## config.mk

```make
export PLATFORM = sky130hd
export DESIGN_NAME = sweep_object_segmenter_flat
export DESIGN_NICKNAME = d
export VERILOG_FILES = /design/src/rtl/core/sos_pkg.sv /design/src/rtl/core/sos_if.sv /design/src/rtl/core/sos_front.sv /design/src/rtl/core/sos_back.sv /design/src/rtl/core/sos_out_fifo.sv /design/src/rtl/core/sweep_object_segmenter.sv /design/src/flat_wrapper.sv
export SDC_FILE = /design/constraint.sdc
export NUM_CORES = 2
export LEC_CHECK = 0
export ABC_AREA = 0
export ABC_CLOCK_PERIOD_IN_PS = 26100
export BUFFER_PORTS_ARGS = -buffer_cell sky130_fd_sc_hd__buf_2
export CORE_MARGIN = 1
export CORE_UTILIZATION = 37
export DETAILED_ROUTE_END_ITERATION = 10
export SETUP_SLACK_MARGIN = 0.3
export SYNTH_ARGS = -nofsm -noshare
export SYNTH_HDL_FRONTEND = slang
export SYNTH_SLANG_ARGS = --single-unit
```

## constraint.sdc

```tcl
create_clock -name clock -period 26.1 [get_ports clock]
set_input_delay 1.305 -clock clock [delete_from_list [all_inputs] [get_ports clock]]
set_output_delay 1.305 -clock clock [all_outputs]
set_load 0.01 [all_outputs]
```

## src/rtl/core/sos_pkg.sv

```systemverilog
// -----------------------------------------------------------------------------
// sos_pkg: shared types and constants of the sweep object segmenter
// Field widths, segmenter phase, register and record codes, tangent table.
// -----------------------------------------------------------------------------
package sos_pkg;

   localparam int DIST_W   = 14;
   localparam int ANGLE_W  = 9;
   localparam int WDEG_W   = 8;
   localparam int LIN_W    = 16;
   localparam int CNT_W    = 6;
   localparam int TAN_W    = 22;
   localparam int PROD_W   = DIST_W + TAN_W;
   localparam int HALF_W   = 8;
   localparam int TAN_IDX_W = 7;
   localparam int CSR_AW   = 4;
   localparam int CSR_DW   = 32;

   localparam int FIFO_DEPTH = 8;
   localparam int FIFO_PTR_W = $clog2(FIFO_DEPTH);
   localparam int FIFO_CNT_W = FIFO_PTR_W + 1;

   localparam logic [CNT_W-1:0]  CNT_MAX    = 6'd63;
   localparam logic [HALF_W-1:0] HALF_LIMIT = 8'd90;
   localparam logic [LIN_W-1:0]  LIN_MAX    = 16'hFFFF;

   localparam logic [DIST_W-1:0] PING_NEAR_RST = 14'd1280;
   localparam logic [DIST_W-1:0] IR_NEAR_RST   = 14'd720;
   localparam logic [DIST_W-1:0] IR_CLEAR_RST  = 14'd1280;

   localparam logic [1:0] REG_PING_NEAR = 2'd0;
   localparam logic [1:0] REG_IR_NEAR   = 2'd1;
   localparam logic [1:0] REG_IR_CLEAR  = 2'd2;

   localparam logic KIND_OBJECT  = 1'b0;
   localparam logic KIND_SUMMARY = 1'b1;

   typedef enum logic [1:0] {
      PH_IDLE   = 2'd0,
      PH_OBJECT = 2'd1,
      PH_CLEAR  = 2'd2
   } phase_type;

   typedef struct packed {
      logic [DIST_W-1:0] ping_near;
      logic [DIST_W-1:0] ir_near;
      logic [DIST_W-1:0] ir_clear;
   } thresh_type;

   // after the store read is issued
   typedef struct packed {
      logic               vld;
      logic               obj;
      logic               last;
      logic               fwd;
      logic [ANGLE_W-1:0] center;
      logic [ANGLE_W-1:0] wfull;
      logic [DIST_W-1:0]  son;
   } stage1_type;

   // after the tangent multiply
   typedef struct packed {
      logic               vld;
      logic               obj;
      logic               last;
      logic               big;
      logic [ANGLE_W-1:0] center;
      logic [WDEG_W-1:0]  width_deg;
      logic [DIST_W-1:0]  distance;
      logic [PROD_W-1:0]  prod;
   } stage2_type;

   typedef struct packed {
      logic               kind;
      logic [CNT_W-1:0]   object_index;
      logic [ANGLE_W-1:0] center_deg;
      logic [DIST_W-1:0]  distance;
      logic [WDEG_W-1:0]  width_deg;
      logic [LIN_W-1:0]   linear_width;
      logic [CNT_W-1:0]   object_count;
      logic               last;
   } rsp_type;

   // tan(n degrees) in Q6.16, n = 0..89
   localparam logic [TAN_W-1:0] TAN_Q16 [90] = '{
      0, 1144, 2289, 3435, 4583, 5734, 6888, 8047, 9210, 10380,
      11556, 12739, 13930, 15130, 16340, 17560, 18792, 20036, 21294, 22566,
      23853, 25157, 26478, 27818, 29179, 30560, 31964, 33392, 34846, 36327,
      37837, 39378, 40951, 42560, 44205, 45889, 47615, 49385, 51202, 53070,
      54991, 56970, 59009, 61113, 63287, 65536, 67865, 70279, 72785, 75391,
      78103, 80930, 83882, 86969, 90203, 93595, 97161, 100917, 104880, 109070,
      113511, 118230, 123255, 128621, 134369, 140542, 147196, 154393, 162207, 170727,
      180059, 190330, 201699, 214359, 228551, 244583, 262851, 283867, 308323, 337153,
      371673, 413778, 466313, 533748, 623533, 749080, 937208, 1250501, 1876706, 3754555
   };

endpackage

```

## src/rtl/core/sos_if.sv

```systemverilog
// -----------------------------------------------------------------------------
// sos_req_if / sos_rsp_if: sample and record channels
// Valid/ready channels; a transaction completes when valid and ready are high.
// -----------------------------------------------------------------------------
interface sos_req_if import sos_pkg::*; ();
   logic              valid;
   logic              ready;
   logic [DIST_W-1:0] ir_dist;
   logic [DIST_W-1:0] sonar_dist;
   logic              last_sample;

   modport source (output valid, ir_dist, sonar_dist, last_sample, input ready);
   modport sink   (input valid, ir_dist, sonar_dist, last_sample, output ready);
endinterface

interface sos_rsp_if import sos_pkg::*; ();
   logic               valid;
   logic               ready;
   logic               kind;
   logic [CNT_W-1:0]   object_index;
   logic [ANGLE_W-1:0] center_deg;
   logic [DIST_W-1:0]  distance;
   logic [WDEG_W-1:0]  width_deg;
   logic [LIN_W-1:0]   linear_width;
   logic [CNT_W-1:0]   object_count;
   logic               last;

   modport source (output valid, kind, object_index, center_deg, distance, width_deg,
                   linear_width, object_count, last, input ready);
   modport sink   (input valid, kind, object_index, center_deg, distance, width_deg,
                   linear_width, object_count, last, output ready);
endinterface

```

## src/rtl/core/sos_front.sv

```systemverilog
// -----------------------------------------------------------------------------
// sos_front: segmenter state, sonar store and tangent multiply
// Writes each sample to the store, reads the midpoint sample of an ending
// object, looks up the tangent of the half angle and forms distance * tan.
// -----------------------------------------------------------------------------
module sos_front import sos_pkg::*; #(
   parameter int SWEEP_STEPS  = 91,
   parameter int DEG_PER_STEP = 2
) (
   input  logic              clock,
   input  logic              reset,
   input  logic              accept,
   input  logic [DIST_W-1:0] ir_dist,
   input  logic [DIST_W-1:0] sonar_dist,
   input  logic              last_sample,
   input  thresh_type        thresh,
   output stage2_type        stage2,
   output logic [1:0]        busy
);

   localparam int STEP_W = (SWEEP_STEPS > 1) ? $clog2(SWEEP_STEPS) : 1;
   localparam logic [STEP_W-1:0] LAST_STEP = STEP_W'(SWEEP_STEPS - 1);

   logic [STEP_W-1:0] step_ff, step_in;
   logic [STEP_W-1:0] start_ff, start_in;
   phase_type         phase_ff, phase_in;

   logic [DIST_W-1:0] sonar_mem [SWEEP_STEPS];
   logic [DIST_W-1:0] rd_data_ff;

   stage1_type s1_ff, s1_in;
   stage2_type s2_ff, s2_in;

   logic              obj_start, obj_end, rearm;
   logic [STEP_W:0]   step_sum;
   logic [STEP_W-1:0] mid;
   logic [10:0]       ctr_full;
   logic [ANGLE_W-1:0] wfull;

   // object decisions
   always_comb begin
      obj_start = (sonar_dist < thresh.ping_near) && (ir_dist < thresh.ir_near);
      obj_end   = (phase_ff == PH_OBJECT) &&
                  ((sonar_dist > thresh.ping_near) || (ir_dist > thresh.ir_near));
      rearm     = ir_dist > thresh.ir_clear;
   end

   // next phase, step and start
   always_comb begin
      phase_in = phase_ff;
      start_in = start_ff;
      step_in  = step_ff;
      if (accept) begin
         case (phase_ff)
            PH_OBJECT: begin
               if (obj_end) phase_in = PH_CLEAR;
            end
            PH_CLEAR: begin
               if (rearm) phase_in = PH_IDLE;
            end
            default: begin
               if (obj_start) begin
                  phase_in = PH_OBJECT;
                  start_in = step_ff;
               end
            end
         endcase
         if (last_sample) begin
            phase_in = PH_IDLE;
            start_in = '0;
            step_in  = '0;
         end else if (step_ff != LAST_STEP) begin
            step_in = step_ff + 1'b1;
         end
      end
   end

   // geometry of an ending object
   always_comb begin
      step_sum = {1'b0, start_ff} + {1'b0, step_ff};
      mid      = step_sum[STEP_W:1];
      ctr_full = 11'(DEG_PER_STEP) * 11'(step_sum);
      wfull    = 9'(DEG_PER_STEP) * 9'(step_ff - start_ff);
   end

   always_comb begin
      s1_in.vld    = accept;
      s1_in.obj    = obj_end;
      s1_in.last   = last_sample;
      s1_in.fwd    = (mid == step_ff);
      s1_in.center = ctr_full[ANGLE_W:1];
      s1_in.wfull  = wfull;
      s1_in.son    = sonar_dist;
   end

   always_ff @(posedge clock) begin
      if (reset) begin
         phase_ff <= PH_IDLE;
         step_ff  <= '0;
         start_ff <= '0;
      end else begin
         phase_ff <= phase_in;
         step_ff  <= step_in;
         start_ff <= start_in;
      end
   end

   // sonar store: write this step, read the midpoint
   always_ff @(posedge clock) begin
      if (accept) begin
         sonar_mem[step_ff] <= sonar_dist;
         rd_data_ff         <= sonar_mem[mid];
      end
   end

   logic [DIST_W-1:0] mid_son;
   logic [HALF_W-1:0] half;
   logic              big;
   logic [TAN_W-1:0]  tan_val;

   always_comb begin
      // midpoint equal to the current step: take the sample just written
      mid_son = s1_ff.fwd ? s1_ff.son : rd_data_ff;
      half    = s1_ff.wfull[ANGLE_W-1:1];
      big     = half >= HALF_LIMIT;
      tan_val = big ? '0 : TAN_Q16[half[TAN_IDX_W-1:0]];
      s2_in.vld       = s1_ff.vld;
      s2_in.obj       = s1_ff.obj;
      s2_in.last      = s1_ff.last;
      s2_in.big       = big;
      s2_in.center    = s1_ff.center;
      s2_in.width_deg = s1_ff.wfull[WDEG_W-1:0];
      s2_in.distance  = mid_son;
      s2_in.prod      = PROD_W'(mid_son) * PROD_W'(tan_val);
   end

   always_ff @(posedge clock) begin
      if (reset) begin
         s1_ff.vld <= 1'b0;
         s2_ff.vld <= 1'b0;
      end else begin
         s1_ff <= s1_in;
         s2_ff <= s2_in;
      end
   end

   assign stage2 = s2_ff;
   assign busy   = {1'b0, s1_ff.vld} + {1'b0, s2_ff.vld};

endmodule

```

## src/rtl/core/sos_back.sv

```systemverilog
// -----------------------------------------------------------------------------
// sos_back: linear width, object count and smallest-object tracking
// Rounds and saturates the tangent product, builds the object and summary
// records and keeps the best entry of the sweep.
// -----------------------------------------------------------------------------
module sos_back import sos_pkg::*; (
   input  logic       clock,
   input  logic       reset,
   input  stage2_type stage2,
   output logic [1:0] push_n,
   output rsp_type    rec0,
   output rsp_type    rec1
);

   logic [CNT_W-1:0]   found_ff, found_in;
   logic [CNT_W-1:0]   best_idx_ff, best_idx_in;
   logic [ANGLE_W-1:0] best_ctr_ff, best_ctr_in;
   logic [DIST_W-1:0]  best_dist_ff, best_dist_in;
   logic [LIN_W-1:0]   best_lin_ff, best_lin_in;

   logic [PROD_W:0]  rnd;
   logic [TAN_W-1:0] q;
   logic [LIN_W-1:0] lin;
   logic             obj, take;
   rsp_type          obj_rec, sum_rec;

   always_comb begin
      // 2*d*tan in Q16 rounded half up to Q0: (prod + 2^14) >> 15
      rnd = (PROD_W+1)'(stage2.prod) + (PROD_W+1)'(16384);
      q   = rnd[PROD_W:15];
      if (stage2.big) begin
         lin = (stage2.distance == '0) ? '0 : LIN_MAX;
      end else if (q > TAN_W'(LIN_MAX)) begin
         lin = LIN_MAX;
      end else begin
         lin = q[LIN_W-1:0];
      end
   end

   always_comb begin
      obj  = stage2.vld && stage2.obj;
      take = obj && ((found_ff == '0) || (lin < best_lin_ff));
      found_in     = (obj && (found_ff != CNT_MAX)) ? found_ff + 1'b1 : found_ff;
      best_idx_in  = take ? found_ff        : best_idx_ff;
      best_ctr_in  = take ? stage2.center   : best_ctr_ff;
      best_dist_in = take ? stage2.distance : best_dist_ff;
      best_lin_in  = take ? lin             : best_lin_ff;
   end

   always_comb begin
      obj_rec.kind         = KIND_OBJECT;
      obj_rec.object_index = found_ff;
      obj_rec.center_deg   = stage2.center;
      obj_rec.distance     = stage2.distance;
      obj_rec.width_deg    = stage2.width_deg;
      obj_rec.linear_width = lin;
      obj_rec.object_count = found_in;
      obj_rec.last         = 1'b0;

      sum_rec.kind         = KIND_SUMMARY;
      sum_rec.object_index = best_idx_in;
      sum_rec.center_deg   = best_ctr_in;
      sum_rec.distance     = best_dist_in;
      sum_rec.width_deg    = '0;
      sum_rec.linear_width = best_lin_in;
      sum_rec.object_count = found_in;
      sum_rec.last         = 1'b1;

      // object record goes first when both are due
      rec0   = obj ? obj_rec : sum_rec;
      rec1   = sum_rec;
      push_n = {1'b0, obj} + {1'b0, stage2.vld && stage2.last};
   end

   always_ff @(posedge clock) begin
      if (reset) begin
         found_ff     <= '0;
         best_idx_ff  <= '0;
         best_ctr_ff  <= '0;
         best_dist_ff <= '0;
         best_lin_ff  <= '0;
      end else if (stage2.vld && stage2.last) begin
         found_ff     <= '0;
         best_idx_ff  <= '0;
         best_ctr_ff  <= '0;
         best_dist_ff <= '0;
         best_lin_ff  <= '0;
      end else begin
         found_ff     <= found_in;
         best_idx_ff  <= best_idx_in;
         best_ctr_ff  <= best_ctr_in;
         best_dist_ff <= best_dist_in;
         best_lin_ff  <= best_lin_in;
      end
   end

endmodule

```

## src/rtl/core/sos_out_fifo.sv

```systemverilog
// -----------------------------------------------------------------------------
// sos_out_fifo: result record queue
// Takes up to two records a cycle, hands out one a cycle on each pop.
// -----------------------------------------------------------------------------
module sos_out_fifo import sos_pkg::*; (
   input  logic                  clock,
   input  logic                  reset,
   input  logic [1:0]            push_n,
   input  rsp_type               rec0,
   input  rsp_type               rec1,
   input  logic                  pop,
   output rsp_type               head,
   output logic                  head_valid,
   output logic [FIFO_CNT_W-1:0] count
);

   rsp_type                 fifo_mem [FIFO_DEPTH];
   logic [FIFO_PTR_W-1:0]   wr_ptr_ff, wr_ptr_in;
   logic [FIFO_PTR_W-1:0]   rd_ptr_ff, rd_ptr_in;
   logic [FIFO_CNT_W-1:0]   count_ff, count_in;
   logic [FIFO_PTR_W-1:0]   wr_ptr_nx;

   always_comb begin
      wr_ptr_nx = wr_ptr_ff + 1'b1;
      wr_ptr_in = wr_ptr_ff + FIFO_PTR_W'(push_n);
      rd_ptr_in = pop ? rd_ptr_ff + 1'b1 : rd_ptr_ff;
      count_in  = count_ff + FIFO_CNT_W'(push_n) - FIFO_CNT_W'(pop);
   end

   always_ff @(posedge clock) begin
      if (push_n != 2'd0) fifo_mem[wr_ptr_ff] <= rec0;
      if (push_n == 2'd2) fifo_mem[wr_ptr_nx] <= rec1;
   end

   always_ff @(posedge clock) begin
      if (reset) begin
         wr_ptr_ff <= '0;
         rd_ptr_ff <= '0;
         count_ff  <= '0;
      end else begin
         wr_ptr_ff <= wr_ptr_in;
         rd_ptr_ff <= rd_ptr_in;
         count_ff  <= count_in;
      end
   end

   assign head       = fifo_mem[rd_ptr_ff];
   assign head_valid = count_ff != '0;
   assign count      = count_ff;

   a_no_overflow: assert property (@(posedge clock) disable iff (reset)
      count_ff <= FIFO_CNT_W'(FIFO_DEPTH))
      else $error("record queue overflow");

   a_room_for_two: assert property (@(posedge clock) disable iff (reset)
      (push_n == 2'd2) |-> (count_ff <= FIFO_CNT_W'(FIFO_DEPTH - 2)))
      else $error("double push without room");

   a_pop_drains: assert property (@(posedge clock) disable iff (reset)
      (pop && (push_n == 2'd0)) |=> (count_ff == $past(count_ff) - 1'b1))
      else $error("pop did not lower the count");

   a_empty_holds: assert property (@(posedge clock) disable iff (reset)
      ((count_ff == '0) && (push_n == 2'd0)) |=> !head_valid)
      else $error("record appeared without a push");

endmodule

```

## src/rtl/core/sweep_object_segmenter.sv

```systemverilog
// -----------------------------------------------------------------------------
// sweep_object_segmenter: segments a sensor sweep into objects
// Stores sonar samples by step, finds objects from IR and sonar thresholds,
// reports each object and a per-sweep summary of the narrowest object.
//
//   channel   direction  transaction carries
//   req_chan  in         ir_dist, sonar_dist, last_sample
//   rsp_chan  out        object record or sweep summary
//   csr (APB) in/out     ping_near @0x0, ir_near @0x4, ir_clear @0x8
//
// One sample is taken per cycle while the record queue has room for all
// records still in flight; the first record of a sample passes the stage 1
// and stage 2 registers before the queue. A sample that ends an object on the
// last step yields two records, drained one per cycle while rsp_chan is ready.
// Reset is synchronous and restores the thresholds; the sonar store is not
// cleared. A stalled rsp_chan drops req_chan.ready before the queue overflows.
// -----------------------------------------------------------------------------
module sweep_object_segmenter import sos_pkg::*; #(
   parameter int SWEEP_STEPS  = 91,
   parameter int DEG_PER_STEP = 2
) (
   input  logic              clock,
   input  logic              reset,
   sos_req_if.sink           req_chan,
   sos_rsp_if.source         rsp_chan,
   input  logic              psel,
   input  logic              penable,
   input  logic              pwrite,
   input  logic [CSR_AW-1:0] paddr,
   input  logic [CSR_DW-1:0] pwdata,
   output logic [CSR_DW-1:0] prdata,
   output logic              pready
);

   thresh_type thresh_ff, thresh_in;
   logic       csr_write;

   stage2_type            stage2;
   logic [1:0]            busy;
   logic [1:0]            push_n;
   rsp_type               rec0, rec1, head;
   logic                  head_valid;
   logic [FIFO_CNT_W-1:0] count;
   logic [FIFO_CNT_W+1:0] need;
   logic                  accept;

   // register file
   assign pready    = 1'b1;
   assign csr_write = psel && penable && pwrite && pready;

   always_comb begin
      thresh_in = thresh_ff;
      if (csr_write) begin
         case (paddr[3:2])
            REG_PING_NEAR: thresh_in.ping_near = pwdata[DIST_W-1:0];
            REG_IR_NEAR:   thresh_in.ir_near   = pwdata[DIST_W-1:0];
            REG_IR_CLEAR:  thresh_in.ir_clear  = pwdata[DIST_W-1:0];
            default:       thresh_in = thresh_ff;
         endcase
      end
   end

   always_comb begin
      case (paddr[3:2])
         REG_PING_NEAR: prdata = CSR_DW'(thresh_ff.ping_near);
         REG_IR_NEAR:   prdata = CSR_DW'(thresh_ff.ir_near);
         REG_IR_CLEAR:  prdata = CSR_DW'(thresh_ff.ir_clear);
         default:       prdata = '0;
      endcase
   end

   always_ff @(posedge clock) begin
      if (reset) begin
         thresh_ff.ping_near <= PING_NEAR_RST;
         thresh_ff.ir_near   <= IR_NEAR_RST;
         thresh_ff.ir_clear  <= IR_CLEAR_RST;
      end else begin
         thresh_ff <= thresh_in;
      end
   end

   // reserve two queue slots for every sample in flight
   always_comb begin
      need = (FIFO_CNT_W+2)'(count) + (FIFO_CNT_W+2)'({busy, 1'b0})
           + (FIFO_CNT_W+2)'(2);
   end

   assign req_chan.ready = need <= (FIFO_CNT_W+2)'(FIFO_DEPTH);
   assign accept         = req_chan.valid && req_chan.ready;

   sos_front #(
      .SWEEP_STEPS  (SWEEP_STEPS),
      .DEG_PER_STEP (DEG_PER_STEP)
   ) u_front (
      .clock       (clock),
      .reset       (reset),
      .accept      (accept),
      .ir_dist     (req_chan.ir_dist),
      .sonar_dist  (req_chan.sonar_dist),
      .last_sample (req_chan.last_sample),
      .thresh      (thresh_ff),
      .stage2      (stage2),
      .busy        (busy)
   );

   sos_back u_back (
      .clock  (clock),
      .reset  (reset),
      .stage2 (stage2),
      .push_n (push_n),
      .rec0   (rec0),
      .rec1   (rec1)
   );

   sos_out_fifo u_out_fifo (
      .clock      (clock),
      .reset      (reset),
      .push_n     (push_n),
      .rec0       (rec0),
      .rec1       (rec1),
      .pop        (rsp_chan.valid && rsp_chan.ready),
      .head       (head),
      .head_valid (head_valid),
      .count      (count)
   );

   assign rsp_chan.valid        = head_valid;
   assign rsp_chan.kind         = head.kind;
   assign rsp_chan.object_index = head.object_index;
   assign rsp_chan.center_deg   = head.center_deg;
   assign rsp_chan.distance     = head.distance;
   assign rsp_chan.width_deg    = head.width_deg;
   assign rsp_chan.linear_width = head.linear_width;
   assign rsp_chan.object_count = head.object_count;
   assign rsp_chan.last         = head.last;

endmodule
```

## src/flat_wrapper.sv

```systemverilog
// flat-port wrapper written by rule: the top's interface ports become plain ports
module sweep_object_segmenter_flat import sos_pkg::*;
#(
   parameter int SWEEP_STEPS  = 91,
   parameter int DEG_PER_STEP = 2
)
  (clock, reset, psel, penable, pwrite, paddr, pwdata, prdata, pready, req_chan_valid, req_chan_ir_dist, req_chan_sonar_dist, req_chan_last_sample, req_chan_ready, rsp_chan_valid, rsp_chan_kind, rsp_chan_object_index, rsp_chan_center_deg, rsp_chan_distance, rsp_chan_width_deg, rsp_chan_linear_width, rsp_chan_object_count, rsp_chan_last, rsp_chan_ready);
  sos_req_if req_chan_i ();
  sos_rsp_if rsp_chan_i ();
  input  logic clock;
  input  logic reset;
  input  logic psel;
  input  logic penable;
  input  logic pwrite;
  input  logic [CSR_AW-1:0] paddr;
  input  logic [CSR_DW-1:0] pwdata;
  output logic [CSR_DW-1:0] prdata;
  output logic pready;
  input wire logic [$bits(req_chan_i.valid)-1:0] req_chan_valid;
  input wire logic [$bits(req_chan_i.ir_dist)-1:0] req_chan_ir_dist;
  input wire logic [$bits(req_chan_i.sonar_dist)-1:0] req_chan_sonar_dist;
  input wire logic [$bits(req_chan_i.last_sample)-1:0] req_chan_last_sample;
  output wire logic [$bits(req_chan_i.ready)-1:0] req_chan_ready;
  output wire logic [$bits(rsp_chan_i.valid)-1:0] rsp_chan_valid;
  output wire logic [$bits(rsp_chan_i.kind)-1:0] rsp_chan_kind;
  output wire logic [$bits(rsp_chan_i.object_index)-1:0] rsp_chan_object_index;
  output wire logic [$bits(rsp_chan_i.center_deg)-1:0] rsp_chan_center_deg;
  output wire logic [$bits(rsp_chan_i.distance)-1:0] rsp_chan_distance;
  output wire logic [$bits(rsp_chan_i.width_deg)-1:0] rsp_chan_width_deg;
  output wire logic [$bits(rsp_chan_i.linear_width)-1:0] rsp_chan_linear_width;
  output wire logic [$bits(rsp_chan_i.object_count)-1:0] rsp_chan_object_count;
  output wire logic [$bits(rsp_chan_i.last)-1:0] rsp_chan_last;
  input wire logic [$bits(rsp_chan_i.ready)-1:0] rsp_chan_ready;
  assign req_chan_i.valid = req_chan_valid;
  assign req_chan_i.ir_dist = req_chan_ir_dist;
  assign req_chan_i.sonar_dist = req_chan_sonar_dist;
  assign req_chan_i.last_sample = req_chan_last_sample;
  assign req_chan_ready = req_chan_i.ready;
  assign rsp_chan_valid = rsp_chan_i.valid;
  assign rsp_chan_kind = rsp_chan_i.kind;
  assign rsp_chan_object_index = rsp_chan_i.object_index;
  assign rsp_chan_center_deg = rsp_chan_i.center_deg;
  assign rsp_chan_distance = rsp_chan_i.distance;
  assign rsp_chan_width_deg = rsp_chan_i.width_deg;
  assign rsp_chan_linear_width = rsp_chan_i.linear_width;
  assign rsp_chan_object_count = rsp_chan_i.object_count;
  assign rsp_chan_last = rsp_chan_i.last;
  assign rsp_chan_i.ready = rsp_chan_ready;
  sweep_object_segmenter #(.SWEEP_STEPS(SWEEP_STEPS), .DEG_PER_STEP(DEG_PER_STEP)) u_core (.clock(clock), .reset(reset), .req_chan(req_chan_i), .rsp_chan(rsp_chan_i), .psel(psel), .penable(penable), .pwrite(pwrite), .paddr(paddr), .pwdata(pwdata), .prdata(prdata), .pready(pready));
endmodule
```

# Yosys cells after proc, flatten, opt, wreduce, memory -nomap -nowiden
# Memory sizes are Yosys's and may differ from the RTL's. A register that Yosys moved wholly into a read port is not among the register bits.
# Cells that the tools add are included.
# word_totals
regBits	222
ram_bits	1762
romBits	2816
inputBits	72
output_inout_bits	96
wordCells	129
mem_count	3
# mem_list
memory	words	word_bits	read_ports	rd_ports_with_merged_regs	write_ports	line_no	rtl
(name not given)	128	22	1	0	0	sos_front.sv:126	tan_val = big ? '0 : TAN_Q16[half[TAN_IDX_W-1:0]];
u_core.u_front.sonar_mem	91	14	1	1	1	sos_front.sv:28	logic [DIST_W-1:0] sonar_mem [SWEEP_STEPS];
u_core.u_out_fifo.fifo_mem	8	61	1	1	2	sos_out_fifo.sv:17	rsp_type fifo_mem [FIFO_DEPTH];
# op_classes
add_sub_neg	14
n_mul	1
order_cmp	10
n_eq_ne	11
n_mux	32
n_bitwise	1
n_reduce_logical	28
# ops
op	n
22-bit two-way mux	3
16-bit two-way mux	4
61-bit two-way mux	1
14-bit greater-than comparator	3
14-bit case mux with 3 select lines	1
36-bit by 15-bit adder with 37-bit output (second input constant)	1
14-bit by 22-bit multiplier with 36-bit output	1
7-bit two-way mux	5
14-bit < comparator	2
14-bit two-way mux	2
22-bit by 16-bit greater-than comparator with 1-bit output (second input constant)	1
16-bit < comparator	1
14-bit zero test	1
6-bit two-way mux	2
1-bit logical AND	10
9-bit two-way mux	1
7-bit by 7-bit adder with 8-bit output	1
8-bit by 7-bit greater-or-equal comparator with 1-bit output (second input constant)	1
8-bit greater-or-equal comparator (second input constant)	1
2-bit two-way mux	4
7-bit inverter with 8-bit output	1
2-bit AND reduction	4
4-bit nonzero test	2
7-bit by 7-bit subtractor with 8-bit output	1
other kinds (27)	43

# Logic depth before layout (Yosys ltp)
# depth
depth_word	9
mapped_depth	35
ltp_nobuf	32

# By module
# From an unflattened synthesis, not the netlist that was laid out.
# unflattened
hier_cells	6299
area_unflattened_um2	99058.8
# modules_own_cells
module	n_inst	cells_each	area_each_um2
sos_front	1	4208	67673.7
sos_out_fifo	1	1330	24980.2
sos_back	1	518	4131.5
sweep_object_segmenter	1	243	2273.4

# Least setup slack after synthesis
# Ideal clock, no wire load.
# synth_timing
path_kind	register to register
start	register u_core.u_front.s1_ff (netlist bit u_core.u_front.half[0])
end	register u_core.u_front.s2_ff (netlist bit u_core.u_front.stage2[30]) (data pin)
setup_time_ns	0.260
arrival_time_ns	8.070
path_slack_ns	17.770
path_stages_with_launch	31
synth_period_minus_slack_ns	8.330
cell_sequence	edfxtp_1 -> clkbuf_1 -> inv_1 -> ha_1 -> clkbuf_1 -> and2_1 -> nor2_1 -> a21oi_1 -> mux4_2 -> nor2_1 -> a2111oi_0 -> clkbuf_1 -> nand2_1 -> fa_1 -> inv_1 -> fa_1 -> fa_1 -> fa_1 -> fa_1 -> inv_1 -> fa_1 -> inv_1 -> ha_1 -> o21ai_0 -> a21oi_1 -> a221o_1 -> a31oi_1 -> a211o_2 -> or3b_1 -> a31oi_1 -> xnor2_1
# synth_lines
element	line_no	rtl
start: declaration	sos_front.sv:31	stage1_type s1_ff, s1_in;
start signal: assignment	sos_front.sv:142	s1_ff <= s1_in;
end signal: assignment	sos_front.sv:143	s2_ff <= s2_in;
end: declaration	sos_front.sv:32	stage2_type s2_ff, s2_in;

==> run summary <==
Worst Path Max Fanout: 22
area of the multi-input gates: 34150 sq um
RSZ-0062 raised after global routing: no
largest net degree at the start of global routing: 141
Via-to-Cell Ratio: 5.583
YS warnings: 0
post-route setup slack: 15940 ps
Routed WL: 267.8 mm
fmax: 98.44 MHz
io pins: 168
sequential share of the synthesized area: 60.45%
PD cells: 100.5 nW/um^2
crit path kind: reg -> reg
die width: 507.9 microns
Root Driver: clkbuf_16
clock sink total: 1969
Clock transition at path regs: 60 ps
Overflow after GRT: 0
ys async rst share: 0%
Hold Startpoint: u_core.u_front.s1_ff[26]$_DFFE_PN_
Final Max Tran Viols: 0
Setup Skew: 70.71 ps
Final #Nets: 7445
post-CTS setup buffer count: 0
hold_buf cts: 0
TritonCTS clock tree: built
Pre-Repair DR Iteration Count: 6
Final period util: 38.92%
Crit path required time: 26760 ps
register area: 57260 sq um
initial antenna violation count: 13
Final setup viols: 0
residual DRC count: 0
syn avg cell area: 13.72 sq um
synthesized instance count: 6903
final hold violation count: 0
worst min-delay path class: reg -> reg
delay-heaviest family, CP: adder cells
LEAKAGE: 0.03544 uW
Tot GR Track Use: 20.49%
CP endpoint kind: flip-flop
CTS H-tree depth: 4
Fill cells: 23130
post-CTS resize count: 0
Final GP Congestion: 0.9014
Buf/Inv on CP: 5
cell accounting for the most synthesized area: edfxtp_1
synthesis-to-layout area growth: 11.51%
Vert. Die Dim: 507.9 microns
reg2reg start: u_core.u_front.half[0]$_DFFE_PN_
TritonCTS buffer count: 196
row cnt: 185
ANT nets after route: 0
max_cap viols: 0
critical-path cell with the highest stage delay: edfxtp_1
Finished Cell Area: 105600 sq um
vias in the first global route: 58520
wire length per cell: 25.55 microns
first-pass GRT wire length: 391.7 mm
dpl hpwl: 161.7 mm
minimum clock period: 10160 ps
most used flip-flop cell after synthesis: edfxtp_1
library cells used by synthesis: 93
launch point of the worst path: u_core.u_front.half[0]$_DFFE_PN_
status: finished, final reports clean
most used cell, CP: fa_1
post-place setup slack: 16030 ps
Final Core Density: 41.55%
TNS Setup: 0 ps
I/O Buffers: 127
Post-synth EDFFs: 1781
synth top area cells: edfxtp_1, mux4_2, fa_1
Max Root-Sink Buffers: 3
Die Footprint: 258000 sq um
Skew-Pair Late Insertion Delay: 880 ps
core area: 254200 sq um
fraction of layout cells with a size suffix above 1: 15.74%
Yosys top cell area share: 56.48%
worst-margin pin slew: 1204 ps
Seq cells post-synth: 1969
peak supply drop: 0.1980 mV
via count: 58530
initial drt markers: 6690
critical path arrival: 10820 ps
placed cell areas: 99170 sq um
Initial Util: 37.26%
Startpoint Class: flip-flop
slew margin rel.: 19.57%
Syn Std Cell Area: 94690 sq um
Hold Slack: 413.8 ps
Crit path largest cell delay: 930 ps
## logic make-up after synthesis
kind of cell,Yosys count,synth area share (%)
fa+ha+maj,440,7.724
simple gates,1797,8.278
buf+inv,882,3.793
mux,606,11.25
flops,1969,60.45
compound gates,1143,7.876
other cells,2,0.007931
xor+xnor,64,0.6144
## path summary, 6_finish.rpt
kind	to	slack, ps	cells after the start
hold reg to reg	u_core.u_front.stage2[61]$_DFFE_PN_	410	0
setup reg to reg	u_core.u_front.stage2[35]$_DFFE_PN_	15940	27
hold / removal	u_core.u_front.stage2[61]$_DFFE_PN_	410	0
setup / recovery	u_core.u_front.stage2[35]$_DFFE_PN_	15940	27
## through the flow
stage	cells	total power, uW
2_1_floorplan	6921	6715
3_3_place_gp	10100	7826
3_5_place_dp	10100	7829
4_1_cts	10470	10650
5_1_grt	10480	11280
6_report	10480	10610
## cell type report
class	instances	area share [%]
Antenna cell	15	0.03555
Clock buffer	251	4.889
Clock inverter	116	1.154
Inverter	387	1.392
Multi-Input combinational cell	4070	32.34
Sequential cell	1969	54.22
Tap cell	3366	3.989
Timing Repair Buffer	309	1.976
## synthesized netlist by cell type, types with 15 or more instances
cell,n
o21ai_0,399
mux2i_1,169
o211ai_1,59
nand3_1,153
xor2_1,32
mux2_2,78
a21oi_1,219
nand2b_1,41
nand4_1,27
edfxtp_1,1781
nor2b_1,44
o22ai_1,16
a21o_1,58
fa_1,241
nor3_1,32
and4_1,21
a211o_1,16
a32oi_1,15
o311ai_0,35
xnor2_1,30
nand2_1,936
clkbuf_1,310
a31oi_1,32
nor2_1,369
and3_1,20
dfxtp_1,188
buf_1,55
a221oi_1,19
and2_1,94
a211oi_1,19
inv_1,385
a22o_1,135
buf_2,88
ha_1,199
buf_4,31
o2111ai_1,29
mux4_2,359
## cells in the final DEF (no fill, tap or decap), types with 30 or more instances in the layout
cell / Yosys / final
o211ai_1: 59 / 59
dfxtp_1: 188 / 185
a21o_1: 58 / 58
ha_1: 199 / 199
mux2_2: 78 / 78
nand3_1: 153 / 151
fa_1: 241 / 240
mux2i_1: 169 / 169
nand2_1: 936 / 935
a21oi_1: 219 / 211
and2_1: 94 / 89
nand2b_1: 41 / 41
a22o_1: 135 / 135
o311ai_0: 35 / 35
buf_4: 31 / 192
edfxtp_1: 1781 / 1781
clkinv_1: 0 / 41
clkbuf_1: 310 / 51
inv_1: 385 / 376
nor3_1: 32 / 32
o21ai_0: 399 / 399
nor2b_1: 44 / 44
xnor2_1: 30 / 30
a31oi_1: 32 / 32
nor2_1: 369 / 344
xor2_1: 32 / 31
clkbuf_16: 0 / 197
buf_2: 88 / 113
clkinv_2: 0 / 33
mux4_2: 359 / 359
## where the power goes
| part | total, uW | switching (uW) | internal (uW) |
|---|---|---|---|
| sequential | 3710 | 82.5 | 3630 |
| clock | 2820 | 1250 | 1570 |
| combinational | 4080 | 2440 | 1640 |
## flip-flops by register name, summed over array words and instances, names as in the netlist, 8 cells and up, named ones only
| register | count |
|---|---|
| u_core.u_front.s1_ff | 25 |
| u_core.u_back.best_dist_ff | 14 |
| u_core.u_front.sonar_mem | 1274 |
| u_core.u_out_fifo.fifo_mem | 472 |
| u_core.thresh_ff | 42 |
| u_core.u_front.half | 8 |
| u_core.u_front.rd_data_ff | 14 |
| u_core.u_back.best_lin_ff | 16 |
| u_core.u_back.best_ctr_ff | 9 |
| u_core.u_front.stage2 | 54 |
## routing by layer
| layer | vias to the layer above | track usage, % | routed length [microns] |
|---|---|---|---|
| met2 | 2484 | 33.60 | 128100 |
| li1 | 25630 | - | - |
| met1 | 29930 | 27.38 | 110600 |
| met5 | - | 0 | 12 |
| met4 | 2 | 7.122 | 9046 |
| met3 | 482 | 3.595 | 20090 |
(Power assumes the default switching activity.)
